===== config.mk =====
export PLATFORM = sky130hd
export DESIGN_NAME = rational_arithmetic_unit
export DESIGN_NICKNAME = d
export VERILOG_FILES = /design/src/rtl/rau_pkg.sv /design/src/rtl/rational_arithmetic_unit.sv /design/src/rtl/rau_div.sv /design/src/rtl/rau_datapath.sv /design/src/rtl/rau_ctrl.sv
export SDC_FILE = /design/constraint.sdc
export NUM_CORES = 2
export LEC_CHECK = 0
export ABC_CLOCK_PERIOD_IN_PS = 10950
export BUFFER_PORTS_ARGS = -buffer_cell sky130_fd_sc_hd__clkbuf_2
export CORE_AREA = 2 2 351 353
export CTS_CLUSTER_SIZE = 8
export DETAILED_ROUTE_END_ITERATION = 10
export DIE_AREA = 0 0 353 355
export SYNTH_ARGS = -nofsm -noshare
export SYNTH_HDL_FRONTEND = slang
export SYNTH_SLANG_ARGS = --single-unit

===== constraint.sdc =====
create_clock -name i_clk -period 10.95 [get_ports i_clk]
set_input_delay 1.095 -clock i_clk [delete_from_list [all_inputs] [get_ports i_clk]]
set_output_delay 1.095 -clock i_clk [all_outputs]
set_load 0.02 [all_outputs]

===== src/rtl/rau_pkg.sv =====
`timescale 1ns / 1ps
package rau_pkg;

    localparam int OPW        = 16;
    localparam int MW         = 2 * OPW + 1;
    localparam int NUM_W      = 32;
    localparam int DEN_W      = 30;
    localparam int SAT_W      = (MW > NUM_W + 1) ? MW : NUM_W + 1;
    localparam int IN_DATA_W  = ((4 * OPW + 7) / 8) * 8;
    localparam int OUT_DATA_W = ((NUM_W + DEN_W + 7) / 8) * 8;
    localparam int OP_W       = 2;
    localparam int CNT_W      = $clog2(MW);

    localparam logic [SAT_W-1:0] NEG_LIM = SAT_W'(1) << (NUM_W - 1);
    localparam logic [SAT_W-1:0] POS_LIM = NEG_LIM - SAT_W'(1);
    localparam logic [SAT_W-1:0] DEN_LIM = (SAT_W'(1) << DEN_W) - SAT_W'(1);

    typedef enum logic [OP_W-1:0] {
        OP_REDUCE  = 2'd0,
        OP_INVERSE = 2'd1,
        OP_ADD     = 2'd2,
        OP_COMPARE = 2'd3
    } t_op;

    typedef enum logic [1:0] {
        MUL_P = 2'd0,
        MUL_Q = 2'd1,
        MUL_D = 2'd2
    } t_mul_sel;

    typedef enum logic [1:0] {
        DV_GCD = 2'd0,
        DV_NUM = 2'd1,
        DV_DEN = 2'd2
    } t_div_sel;

    typedef struct packed {
        logic     load;
        logic     mul_en;
        t_mul_sel mul_sel;
        logic     sum;
        logic     cmp;
        logic     gcd_init;
        logic     gcd_step;
        logic     div_start;
        t_div_sel div_sel;
        logic     take_num;
        logic     take_den;
        logic     out_load;
    } t_cmd;

    typedef struct packed {
        logic div_done;
        logic gb_zero;
    } t_sts;

endpackage


===== src/rtl/rational_arithmetic_unit.sv =====
`timescale 1ns / 1ps
// Fraction unit: one request (operation in tuser, two signed fractions in tdata) gives one
// result beat. Reduce and add divide by the Euclidean gcd found with a bit-serial restoring
// divider, one modulo step at a time, before numerator and denominator are divided by it;
// inverse and compare use no divide. One request is in work at a time; the result register
// lets the next request enter while a result waits to be taken.
module rational_arithmetic_unit (
    input  logic                              i_clk,
    input  logic                              i_rst_n,
    input  logic                              i_s_axis_tvalid,
    output logic                              o_s_axis_tready,
    // a_num, a_den, b_num, b_den
    input  logic [rau_pkg::IN_DATA_W-1:0]     i_s_axis_tdata,
    // req_type
    input  logic [rau_pkg::OP_W-1:0]          i_s_axis_tuser,
    output logic                              o_m_axis_tvalid,
    input  logic                              i_m_axis_tready,
    // res_num, res_den, zero padding
    output logic [rau_pkg::OUT_DATA_W-1:0]    o_m_axis_tdata,
    // zero_den_flag
    output logic [0:0]                        o_m_axis_tuser
);

    localparam int W = rau_pkg::OPW;

    rau_pkg::t_cmd             cmd;
    rau_pkg::t_sts             sts;
    rau_pkg::t_op              op;
    logic [rau_pkg::NUM_W-1:0] res_num;
    logic [rau_pkg::DEN_W-1:0] res_den;
    logic                      res_flag;

    assign op = rau_pkg::t_op'(i_s_axis_tuser);

    rau_ctrl u_ctrl (
        .i_clk       (i_clk),
        .i_rst_n     (i_rst_n),
        .i_in_valid  (i_s_axis_tvalid),
        .i_op        (op),
        .o_in_ready  (o_s_axis_tready),
        .i_out_ready (i_m_axis_tready),
        .o_out_valid (o_m_axis_tvalid),
        .o_cmd       (cmd),
        .i_sts       (sts)
    );

    rau_datapath u_dp (
        .i_clk      (i_clk),
        .i_rst_n    (i_rst_n),
        .i_cmd      (cmd),
        .o_sts      (sts),
        .i_op       (op),
        .i_a_num    (i_s_axis_tdata[W-1:0]),
        .i_a_den    (i_s_axis_tdata[2*W-1:W]),
        .i_b_num    (i_s_axis_tdata[3*W-1:2*W]),
        .i_b_den    (i_s_axis_tdata[4*W-1:3*W]),
        .o_res_num  (res_num),
        .o_res_den  (res_den),
        .o_res_flag (res_flag)
    );

    assign o_m_axis_tdata = rau_pkg::OUT_DATA_W'({res_den, res_num});
    assign o_m_axis_tuser = res_flag;

endmodule


===== src/rtl/rau_div.sv =====
`timescale 1ns / 1ps
module rau_div (
    input  logic                    i_clk,
    input  logic                    i_rst_n,
    input  logic                    i_start,
    input  logic [rau_pkg::MW-1:0]  i_dividend,
    input  logic [rau_pkg::MW-1:0]  i_divisor,
    output logic                    o_done,
    output logic [rau_pkg::MW-1:0]  o_quot,
    output logic [rau_pkg::MW-1:0]  o_rem
);

    logic                      r_busy;
    logic                      r_done;
    logic [rau_pkg::CNT_W-1:0] r_cnt;
    logic [rau_pkg::MW-1:0]    r_q;
    logic [rau_pkg::MW-1:0]    r_rem;
    logic [rau_pkg::MW-1:0]    r_dvs;
    logic [rau_pkg::MW:0]      rem_sh;
    logic [rau_pkg::MW:0]      rem_nx;
    logic                      ge;

    always_comb begin
        rem_sh = {r_rem, r_q[rau_pkg::MW-1]};
        ge     = rem_sh >= {1'b0, r_dvs};
        rem_nx = ge ? (rem_sh - {1'b0, r_dvs}) : rem_sh;
    end

    always_ff @(posedge i_clk) begin
        if (!i_rst_n) begin
            r_busy <= 1'b0;
            r_done <= 1'b0;
            r_cnt  <= '0;
        end else begin
            r_done <= 1'b0;
            if (i_start) begin
                r_busy <= 1'b1;
                r_cnt  <= '0;
            end else if (r_busy) begin
                r_cnt <= r_cnt + rau_pkg::CNT_W'(1);
                if (r_cnt == rau_pkg::CNT_W'(rau_pkg::MW - 1)) begin
                    r_busy <= 1'b0;
                    r_done <= 1'b1;
                end
            end
        end
    end

    always_ff @(posedge i_clk) begin
        if (i_start) begin
            r_q   <= i_dividend;
            r_rem <= '0;
            r_dvs <= i_divisor;
        end else if (r_busy) begin
            r_q   <= {r_q[rau_pkg::MW-2:0], ge};
            r_rem <= rem_nx[rau_pkg::MW-1:0];
        end
    end

    assign o_done = r_done;
    assign o_quot = r_q;
    assign o_rem  = r_rem;

endmodule


===== src/rtl/rau_datapath.sv =====
`timescale 1ns / 1ps
module rau_datapath (
    input  logic                       i_clk,
    input  logic                       i_rst_n,
    input  rau_pkg::t_cmd              i_cmd,
    output rau_pkg::t_sts              o_sts,
    input  rau_pkg::t_op               i_op,
    input  logic [rau_pkg::OPW-1:0]    i_a_num,
    input  logic [rau_pkg::OPW-1:0]    i_a_den,
    input  logic [rau_pkg::OPW-1:0]    i_b_num,
    input  logic [rau_pkg::OPW-1:0]    i_b_den,
    output logic [rau_pkg::NUM_W-1:0]  o_res_num,
    output logic [rau_pkg::DEN_W-1:0]  o_res_den,
    output logic                       o_res_flag
);

    localparam int W  = rau_pkg::OPW;
    localparam int MW = rau_pkg::MW;
    localparam int SW = rau_pkg::SAT_W;

    function automatic logic [W-1:0] abs_op(input logic [W-1:0] v);
        return v[W-1] ? ((~v) + W'(1)) : v;
    endfunction

    logic [W-1:0]      an_mag, ad_abs, ad_mag, bn_mag, bd_abs, bd_mag, inv_den;
    logic              ad_zero, bd_zero, an_zero, a_neg, b_neg;
    logic [W-1:0]      mul_x, mul_y;
    logic [2*W-1:0]    prod;
    logic [MW-1:0]     pe, qe, sum_mag;
    logic              q_neg, sum_neg;
    logic [MW-1:0]     div_a, div_b, quot, rem;
    logic              div_done;
    logic [SW-1:0]     mag_w, den_w, mag_c, den_c;
    logic [rau_pkg::NUM_W-1:0] num_sat;

    logic              r_a_neg, r_b_neg, r_neg, r_flag;
    logic [W-1:0]      r_an, r_ad, r_bn, r_bd;
    logic [2*W-1:0]    r_p, r_q;
    logic [MW-1:0]     r_mag, r_den, r_ga, r_gb;
    logic [rau_pkg::NUM_W-1:0] r_res_num;
    logic [rau_pkg::DEN_W-1:0] r_res_den;
    logic              r_res_flag;

    always_comb begin
        an_mag  = abs_op(i_a_num);
        ad_abs  = abs_op(i_a_den);
        bn_mag  = abs_op(i_b_num);
        bd_abs  = abs_op(i_b_den);
        ad_zero = (i_a_den == '0);
        bd_zero = (i_b_den == '0);
        an_zero = (i_a_num == '0);
        ad_mag  = ad_zero ? W'(1) : ad_abs;
        bd_mag  = bd_zero ? W'(1) : bd_abs;
        inv_den = an_zero ? W'(1) : an_mag;
        a_neg   = !an_zero && (i_a_num[W-1] ^ i_a_den[W-1]);
        b_neg   = (i_b_num != '0) && (i_b_num[W-1] ^ i_b_den[W-1]);
    end

    always_comb begin
        case (i_cmd.mul_sel)
            rau_pkg::MUL_P: begin
                mul_x = r_an;
                mul_y = r_bd;
            end
            rau_pkg::MUL_Q: begin
                mul_x = r_bn;
                mul_y = r_ad;
            end
            default: begin
                mul_x = r_ad;
                mul_y = r_bd;
            end
        endcase
        prod = {{W{1'b0}}, mul_x} * {{W{1'b0}}, mul_y};
    end

    always_comb begin
        pe    = MW'(r_p);
        qe    = MW'(r_q);
        q_neg = r_b_neg ^ (i_cmd.cmp && (r_q != '0));
        if (r_a_neg == q_neg) begin
            sum_mag = pe + qe;
            sum_neg = r_a_neg;
        end else if (pe >= qe) begin
            sum_mag = pe - qe;
            sum_neg = r_a_neg;
        end else begin
            sum_mag = qe - pe;
            sum_neg = q_neg;
        end
        if (sum_mag == '0) begin
            sum_neg = 1'b0;
        end
    end

    always_comb begin
        case (i_cmd.div_sel)
            rau_pkg::DV_GCD: begin
                div_a = r_ga;
                div_b = r_gb;
            end
            rau_pkg::DV_NUM: begin
                div_a = r_mag;
                div_b = r_ga;
            end
            default: begin
                div_a = r_den;
                div_b = r_ga;
            end
        endcase
    end

    rau_div u_div (
        .i_clk      (i_clk),
        .i_rst_n    (i_rst_n),
        .i_start    (i_cmd.div_start),
        .i_dividend (div_a),
        .i_divisor  (div_b),
        .o_done     (div_done),
        .o_quot     (quot),
        .o_rem      (rem)
    );

    always_ff @(posedge i_clk) begin
        if (i_cmd.load) begin
            r_an    <= an_mag;
            r_ad    <= ad_mag;
            r_bn    <= bn_mag;
            r_bd    <= bd_mag;
            r_a_neg <= a_neg;
            r_b_neg <= b_neg;
            r_neg   <= a_neg;
            r_flag  <= ad_zero
                       || ((i_op == rau_pkg::OP_ADD || i_op == rau_pkg::OP_COMPARE) && bd_zero)
                       || ((i_op == rau_pkg::OP_INVERSE) && an_zero);
            if (i_op == rau_pkg::OP_INVERSE) begin
                r_mag <= MW'(ad_mag);
                r_den <= MW'(inv_den);
            end else begin
                r_mag <= MW'(an_mag);
                r_den <= MW'(ad_mag);
            end
        end
        if (i_cmd.mul_en) begin
            case (i_cmd.mul_sel)
                rau_pkg::MUL_P: r_p   <= prod;
                rau_pkg::MUL_Q: r_q   <= prod;
                default:        r_den <= MW'(prod);
            endcase
        end
        if (i_cmd.sum) begin
            r_mag <= sum_mag;
            r_neg <= sum_neg;
            if (i_cmd.cmp) begin
                r_den <= MW'(1);
            end
        end
        if (i_cmd.gcd_init) begin
            r_ga <= r_mag;
            r_gb <= r_den;
        end
        if (i_cmd.gcd_step) begin
            r_ga <= r_gb;
            r_gb <= rem;
        end
        if (i_cmd.take_num) begin
            r_mag <= quot;
            if (quot == '0) begin
                r_neg <= 1'b0;
            end
        end
        if (i_cmd.take_den) begin
            r_den <= quot;
        end
        if (i_cmd.out_load) begin
            r_res_num  <= num_sat;
            r_res_den  <= den_c[rau_pkg::DEN_W-1:0];
            r_res_flag <= r_flag;
        end
    end

    always_comb begin
        mag_w = SW'(r_mag);
        den_w = SW'(r_den);
        if (r_neg) begin
            mag_c   = (mag_w > rau_pkg::NEG_LIM) ? rau_pkg::NEG_LIM : mag_w;
            num_sat = (~mag_c[rau_pkg::NUM_W-1:0]) + rau_pkg::NUM_W'(1);
        end else begin
            mag_c   = (mag_w > rau_pkg::POS_LIM) ? rau_pkg::POS_LIM : mag_w;
            num_sat = mag_c[rau_pkg::NUM_W-1:0];
        end
        if (den_w == '0) begin
            den_c = SW'(1);
        end else if (den_w > rau_pkg::DEN_LIM) begin
            den_c = rau_pkg::DEN_LIM;
        end else begin
            den_c = den_w;
        end
    end

    assign o_sts.div_done = div_done;
    assign o_sts.gb_zero  = (r_gb == '0);
    assign o_res_num      = r_res_num;
    assign o_res_den      = r_res_den;
    assign o_res_flag     = r_res_flag;

endmodule


===== src/rtl/rau_ctrl.sv =====
`timescale 1ns / 1ps
module rau_ctrl (
    input  logic          i_clk,
    input  logic          i_rst_n,
    input  logic          i_in_valid,
    input  rau_pkg::t_op  i_op,
    output logic          o_in_ready,
    input  logic          i_out_ready,
    output logic          o_out_valid,
    output rau_pkg::t_cmd o_cmd,
    input  rau_pkg::t_sts i_sts
);

    typedef enum logic [10:0] {
        S_IDLE = 11'b00000000001,
        S_MUL0 = 11'b00000000010,
        S_MUL1 = 11'b00000000100,
        S_MUL2 = 11'b00000001000,
        S_SUM  = 11'b00000010000,
        S_GINI = 11'b00000100000,
        S_GCHK = 11'b00001000000,
        S_GMOD = 11'b00010000000,
        S_QNUM = 11'b00100000000,
        S_QDEN = 11'b01000000000,
        S_OUT  = 11'b10000000000
    } t_state;

    t_state        r_state, n_state;
    rau_pkg::t_op  r_op, n_op;
    logic          r_out_valid, n_out_valid;
    rau_pkg::t_cmd cmd;

    always_comb begin
        n_state = r_state;
        n_op    = r_op;
        cmd     = '0;
        case (r_state)
            S_IDLE: begin
                if (i_in_valid) begin
                    cmd.load = 1'b1;
                    n_op     = i_op;
                    case (i_op)
                        rau_pkg::OP_REDUCE:  n_state = S_GINI;
                        rau_pkg::OP_INVERSE: n_state = S_OUT;
                        default:             n_state = S_MUL0;
                    endcase
                end
            end
            S_MUL0: begin
                cmd.mul_en  = 1'b1;
                cmd.mul_sel = rau_pkg::MUL_P;
                n_state     = S_MUL1;
            end
            S_MUL1: begin
                cmd.mul_en  = 1'b1;
                cmd.mul_sel = rau_pkg::MUL_Q;
                n_state     = S_MUL2;
            end
            S_MUL2: begin
                cmd.mul_en  = 1'b1;
                cmd.mul_sel = rau_pkg::MUL_D;
                n_state     = S_SUM;
            end
            S_SUM: begin
                cmd.sum = 1'b1;
                cmd.cmp = (r_op == rau_pkg::OP_COMPARE);
                n_state = cmd.cmp ? S_OUT : S_GINI;
            end
            S_GINI: begin
                cmd.gcd_init = 1'b1;
                n_state      = S_GCHK;
            end
            S_GCHK: begin
                cmd.div_start = 1'b1;
                if (i_sts.gb_zero) begin
                    cmd.div_sel = rau_pkg::DV_NUM;
                    n_state     = S_QNUM;
                end else begin
                    cmd.div_sel = rau_pkg::DV_GCD;
                    n_state     = S_GMOD;
                end
            end
            S_GMOD: begin
                if (i_sts.div_done) begin
                    cmd.gcd_step = 1'b1;
                    n_state      = S_GCHK;
                end
            end
            S_QNUM: begin
                if (i_sts.div_done) begin
                    cmd.take_num  = 1'b1;
                    cmd.div_start = 1'b1;
                    cmd.div_sel   = rau_pkg::DV_DEN;
                    n_state       = S_QDEN;
                end
            end
            S_QDEN: begin
                if (i_sts.div_done) begin
                    cmd.take_den = 1'b1;
                    n_state      = S_OUT;
                end
            end
            S_OUT: begin
                if (!r_out_valid || i_out_ready) begin
                    cmd.out_load = 1'b1;
                    n_state      = S_IDLE;
                end
            end
            default: begin
                n_state = S_IDLE;
            end
        endcase
        n_out_valid = cmd.out_load || (r_out_valid && !i_out_ready);
    end

    always_ff @(posedge i_clk) begin
        if (!i_rst_n) begin
            r_state     <= S_IDLE;
            r_op        <= rau_pkg::OP_REDUCE;
            r_out_valid <= 1'b0;
        end else begin
            r_state     <= n_state;
            r_op        <= n_op;
            r_out_valid <= n_out_valid;
        end
    end

    assign o_in_ready  = (r_state == S_IDLE);
    assign o_out_valid = r_out_valid;
    assign o_cmd       = cmd;

endmodule


# After elaboration in Yosys (flattened, before gate mapping)
# Cells that the tools add are included.
[op_classes]
n_addsub = 10
multipliers = 1
n_lt_le_gt_ge = 5
n_eq_ne = 24
n_mux = 68
bitwise_logic = 11
reduce_logical = 38
[op_table]
columns = ["operator", "count"]
rows = [
  ["two-way mux 33 bit", 19],
  ["zero test 33 bit", 4],
  ["one-hot mux 11 bit (11 select lines)", 1],
  ["two-way mux 16 bit", 7],
  ["two-way mux 32 bit", 3],
  ["two-way mux 11 bit", 6],
  ["one-hot mux 33 bit (2 select lines)", 1],
  ["subtractor 32 x 32 -> 33 bit", 2],
  ["adder 16 x 1 -> 16 bit (second input constant)", 4],
  ["inverter 16 bit", 4],
  ["zero test 16 bit", 3],
  ["greater-or-equal comparator 34 x 33 -> 1 bit", 1],
  ["adder 32 x 32 -> 33 bit", 1],
  ["greater-than comparator 33 x 30 -> 1 bit (second input constant)", 1],
  ["greater-than comparator 33 x 31 -> 1 bit (second input constant)", 1],
  ["greater-than comparator 33 x 32 -> 1 bit (second input constant)", 1],
  ["subtractor 33 bit", 1],
  ["adder 32 x 1 -> 32 bit (second input constant)", 1],
  ["greater-or-equal comparator 32 bit", 1],
  ["multiplier 16 x 16 -> 32 bit", 1],
  ["inverter 32 bit", 1],
  ["one-hot mux 16 bit (2 select lines)", 1],
  ["nonzero test 32 bit", 1],
  ["two-way mux 15 bit", 2],
  ["39 further kinds", 89],
]
[totals]
reg_bits = 448
input_bits = 70
output_inout_bits = 67
elab_cells = 186

# Longest topological paths before layout
[logic_depth]
word_depth = 11
mapped_depth = 36
mapped_depth_nobuf = 32

# By module
# Synthesis repeated with hierarchy kept, for this count alone.
[hier_totals]
cells_unflattened = 3985
area_unflattened_um2 = 37299.5
[by_module_without_submodules]
columns = ["mod", "n_inst", "cells_each", "area_per_inst_um2", "seq_area_each_um2"]
rows = [
  ["rau_datapath", 1, 3260, 30244.0, 9479.1],
  ["rau_div", 1, 613, 6095.8, 2802.7],
  ["rau_ctrl", 1, 109, 940.9, 280.3],
  ["rational_arithmetic_unit", 1, 3, 18.8, 0.0],
]

# Worst setup path before layout
# No wires, ideal clock.
[synth_path]
kind = "flip-flop to flip-flop"
start = "register u_ctrl.r_state[5]"
end = "register u_dp.r_p[28], data pin"
setup_ns = 0.259
arrival_time_ns = 9.346
t_required_ns = 10.691
slack_ns = 1.345
path_stages_with_launch = 34
n_path_buf = 3
synth_period_minus_slack_ns = 9.605
cell_sequence = "dfxtp_1 > or2_2 > clkbuf_1 > nor4_1 > nand3_1 > nor3b_1 > clkbuf_1 > nand2_1 > nand2_1 > clkbuf_1 > nand2_1 > fa_1 > fa_1 > fa_1 > inv_1 > fa_1 > fa_1 > inv_1 > fa_1 > inv_1 > ha_1 > a21o_1 > a21o_1 > a21o_1 > a21o_1 > a21oi_1 > o21ai_0 > a41o_1 > o41ai_1 > o21ba_2 > o21ai_0 > o31ai_1 > xor2_1 > inv_1"
[synth_via]
elab_chain_cells = 5
word_cells_on_any_way = 9
cone_classes = "mul: 1; eq/ne: 4; mux: 3; reduce/logical: 1"
[synth_lines]
columns = ["element", "line_no", "text"]
rows = [
  ["start, declared", "rau_ctrl.sv:28", "t_state r_state, n_state;"],
  ["start signal, assigned", "rau_ctrl.sv:122", "r_state <= n_state;"],
  ["== test 11 x 4 -> 1 bit (tied with other cells)", "rau_ctrl.sv:37", "case (r_state)"],
  ["one-hot mux 3 bit (3 select lines) *", "rau_ctrl.sv:37", ""],
  ["== test 2 x 1 -> 1 bit / zero test 2 bit (equally long branches)", "rau_datapath.sv:60", "case (i_cmd.mul_sel)"],
  ["one-hot mux 16 bit (2 select lines) / two-way mux 16 bit (equally long branches)", "rau_datapath.sv:60", ""],
  ["multiplier 16 x 16 -> 32 bit *", "rau_datapath.sv:74", "prod = {{W{1'b0}}, mul_x} * {{W{1'b0}}, mul_y};"],
  ["named net u_dp.prod[28]", "rau_datapath.sv:28", "logic [2*W-1:0] prod;"],
  ["end signal, assigned", "rau_datapath.sv:146", "rau_pkg::MUL_P: r_p <= prod;"],
  ["end, declared", "rau_datapath.sv:38", "logic [2*W-1:0] r_p, r_q;"],
]
# The timed path passes the listed nets; every way through them passes the cells marked *.
# A chain may end at the register's enable or synchronous reset.

# Worst setup path after layout
# Same ends and word-level chain as after synthesis.

==> metrics.yaml <==
synthesis:
  synth_area_leaders: "edfxtp_1 (30%), fa_1 (11%), ha_1 (8.3%), dfxtp_1 (4.9%), inv_1 (4.2%)"
  synth_top_cell_by_area: "edfxtp_1"
  yosys_warnings: 0
  seq_area_frac_synth: 0.347
  netlist_instances: 3871
  ys_types: 89
  synth_edf_count: 359
  avgSynthCellArea_um2: 9.34
  synth_flop_cell: "edfxtp_1"
  synth-seq-cells: 448
  async_flop_share: 0
  yosys.area.top_type_share: 0.298
  synthesis.area_um2: 36200
critical_path:
  crit_family: "adder cells"
  cp.required_ns: 11.30
  cpPeakStageDelay_ns: 0.71
  reg2reg_from: "u_ctrl.r_state[5]"
  startpoint: "u_ctrl.r_state[5]"
  timing.critical_path.mode_cell: "fa_1"
  worst_ep_arrival_time_ns: 10.01
  start_kind: "flop"
  slowest_stage: "nand2_1"
  critPathKind: "flop to flop"
  cp_num_buf_inv: 5
  worstPathMaxFanout: 24
  rrSetupSlack_ns: 1.28
  critPathCaptureType: "flop"
timing:
  holdWs_ns: 0.432
  hold_viol: 0
  setup_tns_ns: 0
  post-route-min-period_ns: 9.67
  fmax_ghz: 0.103
  finalSetupViolations: 0
  tightest_slew_ns: 1.28
  relSlewSlack: 0.144
  maxSlewViolCount: 0
  rsz0062_at_grt: "false"
  finalCritPeriodShare: 0.883
  fin_ws_ns: 1.28
  fin_skew_ns: 0.0387
placement:
  dp_hpwl_um: 102000
  place_area_um2: 38700
  place_congestion: 0.986
  pre_cts_slack_ns: 1.39
  portBuffers: 134
clocking:
  post_cts_resized: 0
  cts_tree: "done"
  path_clk_slew_ns: 0.05
  clock-sinks: 448
  cts_max_level: 3
  worstSkewPairLatency_ns: 0.62
  cts_root_buf: "clkbuf_16"
  postCtsSetupRepairBufs: 0
  numCtsBuffers: 67
  cts.path.max_buffers: 3
  cts_hold_buf: 0
drt:
  wirelength_um: 131000
  detail_route.wl_per_cell_um: 23.3
  viasPerCell: 5.42
  drt_iter0_markers: 3716
  ant_nets: 0
  vias: 30500
  drc: 0
  dr.pass1.iters: 7
grt:
  grt_overflow: 0
  grt_use_met1: 0.276
  antenna_found_initial: 9
  grt_max_degree: 69
  first_global_vias: 28900
  grt_pass1_wl_um: 192000
  use_met2: 0.322
  grt-busiest-layer: "met2"
  grt_use_met3: 0.0352
  grt_usage: 0.203
min_path:
  hp-start: "u_dp.r_flag"
  worstHoldPathType: "flop to flop"
final_layout:
  most-common-layout-cells: "inv_1 (405), nand2_1 (395), edfxtp_1 (359), nor2_1 (357), ha_1 (240)"
  n_fill_cell: 12600
  layout_commonest_cell: "inv_1"
  final_layout_size_suffix_gt1_frac: 0.107
  area_delta_synth_final_pct: 12.5
  design_area_um2: 40700
  nets: 4458
floorplan:
  core.rowCount: 128
  die_y_um: 355
  fp.dieArea_um2: 125000
  chipWidth_um: 353
  core_um2: 121000
  io_pins: 137
  initial_core_util: 0.298
status:
  status: "completed"
flow_run:
  drv_cap: 0
-- state kept, by name, summed over array words and instances, names as in the netlist, 2 cells and up --
register           flops
u_dp.r_gb             33
u_dp.u_div.r_dvs      33
u_dp.den_w            33
u_dp.o_res_den        30
u_dp.r_ga             33
u_ctrl.r_state        11
u_ctrl.r_op            2
u_dp.r_bn             16
u_dp.mag_w            33
u_dp.u_div.r_cnt       6
u_dp.u_div.o_rem      33
u_dp.r_q              32
u_dp.o_res_num        32
u_dp.r_p              32
u_dp.r_bd             16
u_dp.r_an             16
u_dp.r_ad             16
u_dp.u_div.o_quot     33
-- synthesized netlist by cell type, types with 42 or more instances --
| cell type | number |
|---|---|
| dfxtp_1 | 89 |
| a21o_1 | 50 |
| ha_1 | 240 |
| inv_1 | 406 |
| nor4_1 | 45 |
| a22oi_1 | 81 |
| nand3_1 | 53 |
| edfxtp_1 | 359 |
| a211oi_1 | 60 |
| a21oi_1 | 218 |
| nand2b_1 | 71 |
| fa_1 | 198 |
| clkbuf_1 | 148 |
| o21ai_0 | 206 |
| nor3_1 | 71 |
| mux2_2 | 102 |
| nor2_1 | 362 |
| nand2_1 | 396 |
| xor2_1 | 42 |
| xnor2_1 | 107 |
| mux2i_1 | 44 |
-- stage by stage --
step / std cells / util
2_1_floorplan: 3872 / -
3_3_place_gp: 5506 / 0.319
3_5_place_dp: 5506 / 0.319
4_1_cts: 5622 / 0.335
5_1_grt: 5624 / 0.335
6_report: 5625 / 0.335
-- routing by layer --
metal	wire length, um	share of wire
met1	54900	0.42
met2	59200	0.45
met3	11300	0.086
met4	5720	0.044
met5	21	0.00016
-- kinds of logic after synthesis --
group,after synthesis,share of synthesized area
simple gates,1176,0.150
compound gates,919,0.166
buf+inv,591,0.0622
flops,448,0.347
fa+ha+maj,438,0.193
xor+xnor,152,0.0377
mux,146,0.0439
other cells,1,0.000104
-- area by class of cell --
type	count	area, um^2	area share
inverters	406	1520	0.0375
flip-flops and latches	448	12600	0.309
multi-input cells	2833	21500	0.527
diodes	3	7.51	0.000185
clock inverters	6	73.8	0.00181
well taps	1625	2030	0.0500
repair buffers	194	1120	0.0276
clock buffers	110	1910	0.0470
-- worst paths after layout --
path,cells past startpoint,end
max,31,u_dp.r_p[28]
max reg2reg,31,u_dp.r_p[28]
min reg2reg,0,u_dp.o_res_flag
min,0,u_dp.o_res_flag
-- worst reg2reg max path, delay by kind of cell (launching register included) --
kind,cells,cell delay [ns]
AO/OA/AOI/OAI,12,2.91
adder cells (fa/ha/maj),7,3.29
buffers and inverters,5,0.34
AND/OR/NAND/NOR,6,2.26
flip-flops,1,0.35
XOR/XNOR,1,0.24
Power is left out: the tool's default activity adds up to more than one toggle a clock period on the data nets, which glitch-free logic cannot reach.
